<file path="config.mk">
export PLATFORM = sky130hd
export DESIGN_NAME = packed_register_pwm_four_channel_top
export DESIGN_NICKNAME = d
export VERILOG_FILES = /design/src/rtl/prpwm_pkg.sv /design/src/rtl/packed_register_pwm_four_channel_top.sv /design/src/rtl/prpwm_regs.sv /design/src/rtl/prpwm_lane.sv
export SDC_FILE = /design/constraint.sdc
export NUM_CORES = 1
export LEC_CHECK = 0
export BUFFER_PORTS_ARGS = -buffer_cell sky130_fd_sc_hd__buf_2
export CORE_ASPECT_RATIO = 0.75
export CORE_MARGIN = 4
export CORE_UTILIZATION = 45
export DETAILED_ROUTE_END_ITERATION = 7
export PLACE_DENSITY = 0.65
export SLEW_MARGIN = 30
export SYNTH_ARGS = -nofsm -noshare
export SYNTH_HDL_FRONTEND = slang
export SYNTH_SLANG_ARGS = --single-unit
export TNS_END_PERCENT = 5
</file>
<file path="constraint.sdc">
create_clock -name clk_i -period 6.5 [get_ports clk_i]
set_input_delay 1.3 -clock clk_i [delete_from_list [all_inputs] [get_ports clk_i]]
set_output_delay 1.3 -clock clk_i [all_outputs]
set_load 0.05 [all_outputs]
</file>
<file path="src/rtl/prpwm_pkg.sv">
// ----------------------------------------------------------------------------
// prpwm_pkg
// shared types, constants and helpers of the packed-register four-channel pwm
// ----------------------------------------------------------------------------
`default_nettype none

package prpwm_pkg;

  localparam int unsigned LanesMax = 4;
  localparam int unsigned ChannelsDefault = 4;

  localparam int unsigned WordW = 32;
  localparam int unsigned OcdW = 8;
  localparam int unsigned CdW = 8;
  localparam int unsigned CsdW = 4;
  localparam int unsigned SrcWordW = 16;
  localparam int unsigned PrescaleW = 16;
  localparam int unsigned PeriodW = 8;

  typedef enum logic [1:0] {
    OP_TICK  = 2'd0,
    OP_WRITE = 2'd1,
    OP_READ  = 2'd2
  } op_e;

  localparam logic [1:0] ADDR_OUT_DIV = 2'd0;
  localparam logic [1:0] ADDR_DUTY    = 2'd1;
  localparam logic [1:0] ADDR_SRC_DIV = 2'd2;

  typedef struct packed {
    op_e              op;
    logic [1:0]       addr;
    logic [WordW-1:0] wdata;
  } in_beat_t;

  typedef struct packed {
    logic [WordW-1:0]    rdata;
    logic [LanesMax-1:0] pwm_level;
    logic [LanesMax-1:0] channel_enabled;
  } out_beat_t;

  typedef struct packed {
    logic tick;
    logic clear;
  } lane_ctl_t;

  typedef struct packed {
    logic level;
    logic enabled;
  } lane_stat_t;

  // terminal prescale count: 2^(csd+1) - 1
  function automatic logic [PrescaleW-1:0] src_last(input logic [CsdW-1:0] csd);
    logic [CsdW-1:0] sh;
    sh = 4'd15 - csd;
    return {PrescaleW{1'b1}} >> sh;
  endfunction

endpackage

`default_nettype wire

</file>
<file path="src/rtl/packed_register_pwm_four_channel_top.sv">
// ----------------------------------------------------------------------------
// packed_register_pwm_four_channel_top
// four-channel pwm with clock prescaler behind three packed registers
// ----------------------------------------------------------------------------
// Each input beat is one source-clock tick, one register write or one register
// read (any other op changes nothing), and each gives exactly one output beat
// showing the state after it. The block takes one beat per cycle while the output
// is not stalled; a beat is held in the input register, then executed into the
// result register (the register update, lane counters and result register all
// move on the same edge). Back-pressure on the output stalls the input register,
// and in_ready_o follows out_ready_i combinationally so no bubble is added.
// Channels whose ocd, cd and csd fields are all zero are disabled and held low;
// any write clears every counter.
`default_nettype none

module packed_register_pwm_four_channel_top #(
  parameter int unsigned CHANNELS = prpwm_pkg::ChannelsDefault
) (
  input  wire logic                 clk_i,
  input  wire logic                 rst_ni,
  input  wire logic                 in_valid_i,
  output logic                      in_ready_o,
  input  wire prpwm_pkg::in_beat_t  in_data_i,
  output logic                      out_valid_o,
  input  wire logic                 out_ready_i,
  output prpwm_pkg::out_beat_t      out_data_o
);

  // input register
  logic                 in_valid_q;
  prpwm_pkg::in_beat_t  in_q;

  // result register
  logic                 out_valid_q;
  prpwm_pkg::out_beat_t out_q, out_d;

  logic advance;   // result register free this cycle
  logic proc;      // held beat is executed this cycle
  logic in_fire;

  assign advance    = !out_valid_q || out_ready_i;
  assign proc       = in_valid_q && advance;
  assign in_ready_o = advance || !in_valid_q;
  assign in_fire    = in_valid_i && in_ready_o;

  always_ff @(posedge clk_i or negedge rst_ni) begin
    if (!rst_ni) begin
      in_valid_q <= 1'b0;
    end else if (in_fire) begin
      in_valid_q <= 1'b1;
    end else if (proc) begin
      in_valid_q <= 1'b0;
    end
  end

  always_ff @(posedge clk_i) begin
    if (in_fire) begin
      in_q <= in_data_i;
    end
  end

  // register file: next-state words feed the lanes so results show post-beat state
  logic [prpwm_pkg::WordW-1:0]    out_div_d;
  logic [prpwm_pkg::WordW-1:0]    duty_d;
  logic [prpwm_pkg::SrcWordW-1:0] src_div_d;
  logic [prpwm_pkg::WordW-1:0]    rdata;

  prpwm_regs u_regs (
    .clk_i       (clk_i),
    .rst_ni      (rst_ni),
    .proc_i      (proc),
    .beat_i      (in_q),
    .out_div_d_o (out_div_d),
    .duty_d_o    (duty_d),
    .src_div_d_o (src_div_d),
    .rdata_o     (rdata)
  );

  // lane control: ticks advance counters, writes clear them
  prpwm_pkg::lane_ctl_t lane_ctl;
  assign lane_ctl.tick  = proc && (in_q.op == prpwm_pkg::OP_TICK);
  assign lane_ctl.clear = proc && (in_q.op == prpwm_pkg::OP_WRITE);

  logic [prpwm_pkg::LanesMax-1:0] level;
  logic [prpwm_pkg::LanesMax-1:0] enabled;

  for (genvar n = 0; n < prpwm_pkg::LanesMax; n++) begin : g_lane
    if (n < CHANNELS) begin : g_on
      prpwm_pkg::lane_stat_t stat;
      prpwm_lane u_lane (
        .clk_i  (clk_i),
        .rst_ni (rst_ni),
        .ctl_i  (lane_ctl),
        .ocd_i  (out_div_d[prpwm_pkg::OcdW*n +: prpwm_pkg::OcdW]),
        .cd_i   (duty_d[prpwm_pkg::CdW*n +: prpwm_pkg::CdW]),
        .csd_i  (src_div_d[prpwm_pkg::CsdW*n +: prpwm_pkg::CsdW]),
        .stat_o (stat)
      );
      assign level[n]   = stat.level;
      assign enabled[n] = stat.enabled;
    end else begin : g_off
      // channel not built: never counts, reads low and disabled
      assign level[n]   = 1'b0;
      assign enabled[n] = 1'b0;
    end
  end

  assign out_d.rdata           = rdata;
  assign out_d.pwm_level       = level;
  assign out_d.channel_enabled = enabled;

  always_ff @(posedge clk_i or negedge rst_ni) begin
    if (!rst_ni) begin
      out_valid_q <= 1'b0;
    end else if (proc) begin
      out_valid_q <= 1'b1;
    end else if (out_ready_i) begin
      out_valid_q <= 1'b0;
    end
  end

  always_ff @(posedge clk_i) begin
    if (proc) begin
      out_q <= out_d;
    end
  end

  assign out_valid_o = out_valid_q;
  assign out_data_o  = out_q;

  // a channel is never high while disabled
  a_level_enabled: assert property (@(posedge clk_i) disable iff (!rst_ni)
    out_valid_o |-> ((out_data_o.pwm_level & ~out_data_o.channel_enabled) == '0))
    else $error("level high on disabled channel");

  // channels that are not built stay quiet
  a_unbuilt_quiet: assert property (@(posedge clk_i) disable iff (!rst_ni)
    out_valid_o |-> ((out_data_o.channel_enabled >> CHANNELS) == '0))
    else $error("unbuilt channel reported enabled");

  // with the result register empty, a new beat is always taken
  a_ready_when_empty: assert property (@(posedge clk_i) disable iff (!rst_ni)
    !out_valid_q |-> in_ready_o)
    else $error("input stalled with empty result register");

  // a held beat is executed whenever the output moves
  a_no_stall: assert property (@(posedge clk_i) disable iff (!rst_ni)
    (in_valid_q && out_ready_i) |=> out_valid_q)
    else $error("held beat not executed");

endmodule

`default_nettype wire

</file>
<file path="src/rtl/prpwm_regs.sv">
// ----------------------------------------------------------------------------
// prpwm_regs
// packed divider and duty words with write decode and read mux
// ----------------------------------------------------------------------------
`default_nettype none

module prpwm_regs (
  input  wire logic                              clk_i,
  input  wire logic                              rst_ni,
  input  wire logic                              proc_i,
  input  wire prpwm_pkg::in_beat_t               beat_i,
  output logic [prpwm_pkg::WordW-1:0]            out_div_d_o,
  output logic [prpwm_pkg::WordW-1:0]            duty_d_o,
  output logic [prpwm_pkg::SrcWordW-1:0]         src_div_d_o,
  output logic [prpwm_pkg::WordW-1:0]            rdata_o
);

  logic [prpwm_pkg::WordW-1:0]    out_div_q, out_div_d;
  logic [prpwm_pkg::WordW-1:0]    duty_q, duty_d;
  logic [prpwm_pkg::SrcWordW-1:0] src_div_q, src_div_d;

  always_comb begin
    out_div_d = out_div_q;
    duty_d    = duty_q;
    src_div_d = src_div_q;
    rdata_o   = '0;
    if (proc_i) begin
      case (beat_i.op)
        prpwm_pkg::OP_WRITE: begin
          case (beat_i.addr)
            prpwm_pkg::ADDR_OUT_DIV: out_div_d = beat_i.wdata;
            prpwm_pkg::ADDR_DUTY:    duty_d = beat_i.wdata;
            prpwm_pkg::ADDR_SRC_DIV: src_div_d = beat_i.wdata[prpwm_pkg::SrcWordW-1:0];
            default: ;
          endcase
        end
        prpwm_pkg::OP_READ: begin
          case (beat_i.addr)
            prpwm_pkg::ADDR_OUT_DIV: rdata_o = out_div_q;
            prpwm_pkg::ADDR_DUTY:    rdata_o = duty_q;
            // upper half reads as zero
            prpwm_pkg::ADDR_SRC_DIV: rdata_o = {{(prpwm_pkg::WordW-prpwm_pkg::SrcWordW){1'b0}},
                                                src_div_q};
            default: ;
          endcase
        end
        default: ;
      endcase
    end
  end

  always_ff @(posedge clk_i or negedge rst_ni) begin
    if (!rst_ni) begin
      out_div_q <= '0;
      duty_q    <= '0;
      src_div_q <= '0;
    end else begin
      out_div_q <= out_div_d;
      duty_q    <= duty_d;
      src_div_q <= src_div_d;
    end
  end

  assign out_div_d_o = out_div_d;
  assign duty_d_o    = duty_d;
  assign src_div_d_o = src_div_d;

endmodule

`default_nettype wire

</file>
<file path="src/rtl/prpwm_lane.sv">
// ----------------------------------------------------------------------------
// prpwm_lane
// one pwm channel: prescale counter, period counter and output compare
// ----------------------------------------------------------------------------
`default_nettype none

module prpwm_lane (
  input  wire logic                          clk_i,
  input  wire logic                          rst_ni,
  input  wire prpwm_pkg::lane_ctl_t          ctl_i,
  input  wire logic [prpwm_pkg::OcdW-1:0]    ocd_i,
  input  wire logic [prpwm_pkg::CdW-1:0]     cd_i,
  input  wire logic [prpwm_pkg::CsdW-1:0]    csd_i,
  output prpwm_pkg::lane_stat_t              stat_o
);

  logic [prpwm_pkg::PrescaleW-1:0] prescale_q, prescale_d;
  logic [prpwm_pkg::PeriodW-1:0]   period_q, period_d;
  logic [prpwm_pkg::PrescaleW-1:0] last;
  logic                            enabled;

  assign enabled = (ocd_i != '0) || (cd_i != '0) || (csd_i != '0);
  assign last    = prpwm_pkg::src_last(csd_i);

  always_comb begin
    prescale_d = prescale_q;
    period_d   = period_q;
    if (ctl_i.clear) begin
      prescale_d = '0;
      period_d   = '0;
    end else if (ctl_i.tick) begin
      if (!enabled) begin
        prescale_d = '0;
        period_d   = '0;
      end else if (prescale_q >= last) begin
        prescale_d = '0;
        period_d   = (period_q >= ocd_i) ? '0 : period_q + 8'd1;
      end else begin
        prescale_d = prescale_q + 16'd1;
      end
    end
  end

  always_ff @(posedge clk_i or negedge rst_ni) begin
    if (!rst_ni) begin
      prescale_q <= '0;
      period_q   <= '0;
    end else begin
      prescale_q <= prescale_d;
      period_q   <= period_d;
    end
  end

  assign stat_o.enabled = enabled;
  assign stat_o.level   = enabled && (period_d <= cd_i);

  // a write leaves both counters at zero
  a_clear_zeroes: assert property (@(posedge clk_i) disable iff (!rst_ni)
    ctl_i.clear |=> (prescale_q == '0) && (period_q == '0))
    else $error("counters not cleared after write");

  // a tick on a disabled channel holds its counters at zero
  a_disabled_hold: assert property (@(posedge clk_i) disable iff (!rst_ni)
    (ctl_i.tick && !enabled) |=> (prescale_q == '0) && (period_q == '0))
    else $error("disabled channel counted");

  // the prescaler only ever moves by one or wraps to zero
  a_prescale_step: assert property (@(posedge clk_i) disable iff (!rst_ni)
    ctl_i.tick |=> (prescale_q == '0) || (prescale_q == $past(prescale_q) + 16'd1))
    else $error("prescaler jumped");

endmodule

`default_nettype wire

</file>
==> results of run 1 <==
-- layer usage --
layer	wire length (µm)	global-route usage [%]	vias up
li1	-	-	5759
met1	19400	33.1	5938
met2	16800	31.3	390
met3	2860	3.97	79
met4	996	5.38	0
met5	0	0	-
-- cell type report --
class | instances | area (µm²) | share of cell area [%]
multi-input combinational | 1103 | 7700 | 45.5
sequential | 254 | 6740 | 39.8
clock buffer | 27 | 676 | 3.99
timing repair buffer | 109 | 634 | 3.75
tap | 442 | 553 | 3.27
inverter | 111 | 417 | 2.46
clock inverter | 22 | 209 | 1.23
-- report_power, final --
group	total [W]	internal (W)	switching, W
sequential	0.00207	0.00186	0.000201
clock	0.00159	0.000913	0.000673
combinational	0.00117	0.000448	0.000724
-- registers in the layout (all words and copies together) (netlist names), 16 cells and up --
name                           cells
g_lane.g_on.u_lane.period_q       32
g_lane.g_on.u_lane.prescale_q     64
in_q                              36
out_data_o                        40
u_regs.duty_q                     32
u_regs.out_div_q                  32
u_regs.src_div_q                  16
-- stage by stage --
step,total power (W),std cells,setup WS [ns]
2_1_floorplan,0.00288,1523,0.805
3_3_place_gp,0.00321,2019,0.482
3_5_place_dp,0.00325,2019,0.414
4_1_cts,0.00484,2068,0.985
5_1_grt,0.00510,2068,0.550
6_report,0.00482,2068,0.812
-- path summary, 6_finish.rpt --
| check | endpoint | from |
|---|---|---|
| max | out_data_o[7] | out_ready_i |
| min | g_lane[0].g_on.u_lane.prescale_q[3] | g_lane[0].g_on.u_lane.prescale_q[3] |
| max reg2reg | out_data_o[7] | in_q[35] |
| min reg2reg | g_lane[0].g_on.u_lane.prescale_q[3] | g_lane[0].g_on.u_lane.prescale_q[3] |
| max in group asynchronous | g_lane[0].g_on.u_lane.prescale_q[1] | rst_ni |
| min in group asynchronous | u_regs.duty_q[28] | rst_ni |
-- kinds of logic after synthesis --
| logic type | count (synthesis) | synth area share, % |
|---|---|---|
| compound gates | 361 | 14.8 |
| xor+xnor | 8 | 0.464 |
| fa+ha+maj | 132 | 10.9 |
| buf+inv | 166 | 4.58 |
| flops | 254 | 44.6 |
| mux | 120 | 8.28 |
| simple gates | 482 | 16.4 |
-- cell usage after synthesis, types with 7 or more instances --
cell type and n:
dfrtp_1 178, ha_1 132, nand2_1 130, inv_1 110
nor2_1 100, a21oi_1 97, o21ai_0 86, mux2i_1 83
edfxtp_1 76, nand3_1 45, mux2_2 35, a21o_1 31
a22oi_1 31, and3_1 30, nor4_1 29, o21ai_1 24
a31oi_1 23, nand4_1 23, nor2b_1 22, clkbuf_1 20
nor3_1 18, nand2b_1 17, and2_1 15, buf_1 14
a22o_1 11, buf_2 10, or4_1 10, or3_1 8
buf_4 7, o31a_1 7, o31ai_1 7
==> summary.txt, run 1 <==
Worst setup path
  • WP data required: 6.93 ns
  • Maximum fanout along the worst path: 13
  • Crit start category: input pin
  • Critical path type: in -> reg
  • Slowest cell delay on critical path: 0.51 ns
  • Crit. path cell count: 23
  • Worst-path cell chain: buf_2, nand2b_1, nand4_1, mux2_2, inv_1, nor2_1, nand2_1, ha_1, a21oi_1, o21ai_0, a2111o_1, o21a_1, a211oi_1, o21ai_0, o31ai_1, ha_1, nor2b_1, o21ai_0, nand2b_1, a21oi_1, o21ai_0, o21ai_0, and2_1
  • Crit path max-delay family: compound AO/OA/AOI/OAI gates
  • Critical Path Slowest Stage Cell: a211oi_1
  • Worst reg-to-reg setup slack: 0.95 ns
  • Buf/Inv on CP: 2
  • Arr. time, crit path: 6.11 ns
  • R2R depth: 22
  • CP dominant cell by count: o21ai_0
  • CP endpoint kind: flop

STA
  • Worst Tran Pin Value: 0.920 ns
  • Slew headroom: 38.7%
  • Hold slack: 0.532 ns
  • # setup viols final: 0
  • RSZ-0062 raised after global routing: false
  • Period Utilization, post-route: 87.5%
  • Final setup skew: 0.0108 ns
  • FMAX: 176 MHz
  • Hold Violations, Final: 0
  • Setup TNS: 0 ns
  • Final critical-path required period: 5.69 ns
  • Max Slew Vio Count: 0

Route
  • Drt total wl: 40100 µm
  • DRC Markers: 0
  • DR vias/cell: 5.88
  • Drt wl/cell: 19.4 µm
  • Final ANT Viol Nets: 0
  • DRT iter0 DRCs: 1163
  • Vias after detailed routing: 12200
  • First-pass detailed-route iteration total: 5

Placed design
  • Dpl hpwl: 28500 µm
  • Buffers on Ports: 81
  • Gp weighted congestion: 0.874
  • Placed cell area: 16000 µm²

Cells and area
  • Post-layout util: 51.7%
  • Commonest cells after routing, fill and taps aside: dfrtp_1 (178), ha_1 (132), nand2_1 (129)
  • Nets: 1778
  • Area Growth Syn to Fin: 12.0%
  • Share of layout cells above drive strength 1: 12.8%
  • Commonest non-fill, non-tap cell in the layout: dfrtp_1
  • # diodes: 0
  • Fin area: 16900 µm²
  • Filler Cells Inserted: 2914

Outcome
  • Outcome: finished clean

Worst hold path
  • Hold path cells: 1
  • Hold Path Class: reg -> reg

Die
  • Die area: 36600 µm²
  • # IOs: 82
  • Die width: 220 µm
  • Die Height: 167 µm
  • Core area: 32700 µm²
  • Starting Density: 46.2%
  • Row Count: 57

Yosys
  • Mapped Area: 15100 µm²
  • Async SR Flop Fraction: 70.1%
  • Syn avg cell area: 9.92 µm²
  • FF+latch count, synth: 254
  • Most used DFF post-synth: dfrtp_1
  • Synth top area cells: dfrtp_1 (29%), edfxtp_1 (15%), ha_1 (11%)
  • Post-synth EDFFs: 76
  • Synth unique cells: 76
  • Synth Warn #: 0
  • Yosys top cell area share: 29.5%
  • Yosys top cell by area: dfrtp_1
  • Sequential area share after synthesis: 44.6%
  • Post-Syn Nets: 1695
  • Gate Count Post-Synth: 1523

Global route
  • Largest net degree at the start of global routing: 137
  • Final global-route overflow total: 0
  • Initial antenna violation count: 1
  • First-pass GRT wire length: 63900 µm
  • Vias in the first global route: 11800
  • Total track usage: 21.5%

Flow run
  • # Max-Cap Violations: 0

Clock tree
  • Register clock-pin slew on the reported worst setup and hold paths: 0.06 ns
  • Max Buffers Root-to-Sink: 3
  • Hold Buf Count CTS: 0
  • Post-CTS Setup Inserts: 0
  • Post_cts resized: 0
  • H-tree levels: 1
  • Worst-Skew Late Latency: 0.56 ns
  • CTS tree: built
  • CTS Sinks: 254
  • CTS Buf Count: 27
  • CTS Root Cell: clkbuf_16

Pwr
  • PwrDens: 285 nW/µm²
  • Pleak: 8.04 nW
  • Maximum VDD drop: 0.249 mV
(Power assumes the default switching activity.)
==> run 2, diff against run 1 <==
--- a/config.mk
+++ b/config.mk
@@ -11,6 +11,7 @@
 export CORE_UTILIZATION = 45
 export DETAILED_ROUTE_END_ITERATION = 7
 export PLACE_DENSITY = 0.65
+export RECOVER_POWER = 50
 export SLEW_MARGIN = 30
 export SYNTH_ARGS = -nofsm -noshare
 export SYNTH_HDL_FRONTEND = slang
==> summary.txt, run 2 (synthesized netlist as in run 1, its figures left out) <==
Clock tree
  • Register clock-pin slew on the reported worst setup and hold paths: 0.06 ns
  • CTS tree: built
  • Post_cts resized: 0
  • CTS Buf Count: 27
  • CTS Root Cell: clkbuf_16
  • Post-CTS Setup Inserts: 0
  • H-tree levels: 1
  • Hold Buf Count CTS: 0
  • Max Buffers Root-to-Sink: 3
  • Worst-Skew Late Latency: 0.56 ns
  • CTS Sinks: 254

Global route
  • Final global-route overflow total: 0
  • First-pass GRT wire length: 63900 µm
  • Largest net degree at the start of global routing: 137
  • Total track usage: 21.5%
  • Vias in the first global route: 11800
  • Initial antenna violation count: 1

Placed design
  • Dpl hpwl: 28500 µm
  • Placed insts: 2019
  • Gp weighted congestion: 0.874
  • Buffers on Ports: 81

Die
  • Die area: 36600 µm²
  • Die Height: 167 µm
  • Core area: 32700 µm²
  • Die width: 220 µm
  • Row Count: 57
  • # IOs: 82
  • Starting Density: 46.2%

Flow run
  • # Max-Cap Violations: 3

Cells and area
  • Filler Cells Inserted: 2926
  • Share of layout cells above drive strength 1: 11.9%
  • Commonest cells after routing, fill and taps aside: dfrtp_1 (178), ha_1 (132), nand2_1 (129)
  • Area Growth Syn to Fin: 11.8%
  • Layout Cells excl Fill: 2068
  • Flip-flop count of the largest register after layout: 64
  • Top reg by flops: g_lane.g_on.u_lane.prescale_q
  • # diodes: 0
  • Area of the multi-input gates: 7690 µm²
  • FF/Latch Area: 6740 µm²
  • Nets: 1778
  • Commonest non-fill, non-tap cell in the layout: dfrtp_1

Outcome
  • Failing checks: capacitance limit, slew limit
  • Outcome: finished, violations left

STA
  • # setup viols final: 0
  • Hold Violations, Final: 0
  • RSZ-0062 raised after global routing: false
  • FMAX: 173 MHz
  • Slew headroom: -102%
  • Final setup skew: 0.0101 ns
  • Final critical-path required period: 5.77 ns
  • Max Slew Vio Count: 113
  • Period Utilization, post-route: 88.8%
  • Setup TNS: 0 ns
  • Worst Tran Pin Value: 3.03 ns

Worst setup path
  • Arr. time, crit path: 6.20 ns
  • RR Startpoint: in_q[34]
  • CP endpoint kind: flop
  • Crit start category: input pin
  • Maximum fanout along the worst path: 13
  • Critical path type: in -> reg
  • R2R depth: 19
  • WP data required: 6.92 ns
  • Worst R2R End: out_data_o[4]
  • Worst reg-to-reg setup slack: 0.79 ns

Route
  • Final ANT Viol Nets: 0
  • Vias after detailed routing: 12200
  • DR vias/cell: 5.89
  • DRT iter0 DRCs: 1167
  • Drt wl/cell: 19.4 µm
  • First-pass detailed-route iteration total: 5
  • Drt total wl: 40100 µm
  • DRC Markers: 0

Worst hold path
  • Hold Path Class: reg -> reg
  • End point of the worst hold path: g_lane[0].g_on.u_lane.prescale_q[3]
  • Hold path cells: 1
  • Hold path startpoint: g_lane[0].g_on.u_lane.prescale_q[3]

Pwr
  • Maximum VDD drop: 0.249 mV
  • Pleak: 8.00 nW
  • PwrDens: 285 nW/µm²
-- run 2: cell types whose count changed in the layout (fill, tap and decap cells not counted) --
cell      delta
and2_0       +2
and2_2       -1
and2_4       -1
buf_2        -4
buf_4        -3
buf_6        -1
clkbuf_1     +8
mux2_1       +3
mux2_2       -3
nor3b_1      +1
nor3b_2      -1
-- run 2: where the power goes --
part | switching (W) | internal (W)
clock network | 0.000672 | 0.000913
logic | 0.000724 | 0.000444
registers | 0.000202 | 0.00187
total | 0.00160 | 0.00322
-- run 2: cell type report --
class / count / share of cell area (%)
Clock buffer: 27 / 4.00
Clock inverter: 22 / 1.24
Tap cell: 442 / 3.27
Inverter: 111 / 2.47
Timing Repair Buffer: 109 / 3.61
Sequential cell: 254 / 39.9
Multi-Input combinational cell: 1103 / 45.5
-- run 2: worst max path at each step --
| stage | from | endpoint | slack (ns) |
|---|---|---|---|
| after detailed placement | out_ready_i | out_data_o[5] | 0.41 |
| after floorplan | out_ready_i | out_data_o[7] | 0.81 |
| after CTS | out_ready_i | out_data_o[7] | 0.98 |
| after global placement | out_ready_i | out_data_o[5] | 0.48 |
| final | out_ready_i | out_data_o[7] | 0.73 |
| after global routing | out_ready_i | out_data_o[7] | 0.52 |
-- run 2: stage by stage --
step / total power [W] / hold slack [ns] / area, µm² / setup WS (ns) / utilization (%)
finish: 0.00482 / 0.533 / 16900 / 0.726 / 51.6
global route: 0.00510 / 0.550 / 16900 / 0.515 / 51.6
CTS: 0.00484 / 0.527 / 16900 / 0.985 / 51.7
detailed placement: 0.00325 / 0.518 / 16000 / 0.414 / 49.0
global placement: 0.00321 / 0.503 / 16000 / 0.482 / 49.0
floorplan: 0.00288 / 0.470 / 15100 / 0.805 / -
-- run 2: worst max-delay path, stage by stage --
cell      delay (ns)
buf_2           0.10
nand2b_1        0.18
nand4_1         0.41
mux2_1          0.59
and2_1          0.24
nand2_1         0.07
ha_1            0.26
a21oi_1         0.17
o21ai_0         0.16
a2111o_1        0.43
o21a_1          0.36
a211oi_1        0.51
o21ai_0         0.15
o31ai_1         0.14
ha_1            0.31
nor2b_1         0.13
o21ai_0         0.19
nand2b_1        0.08
a21oi_1         0.14
o21ai_0         0.08
o21ai_0         0.07
and2_1          0.14
-- run 2: metal layers --
| layer | share of wire, % | up-vias | GRT usage (%) | wire [µm] |
|---|---|---|---|---|
| li1 | - | 5758 | - | - |
| met1 | 49 | 5954 | 33.1 | 19500 |
| met2 | 42 | 396 | 31.3 | 16800 |
| met3 | 6.9 | 81 | 3.97 | 2760 |
| met4 | 2.5 | 0 | 5.38 | 1000 |
| met5 | 0 | - | 0 | 0 |
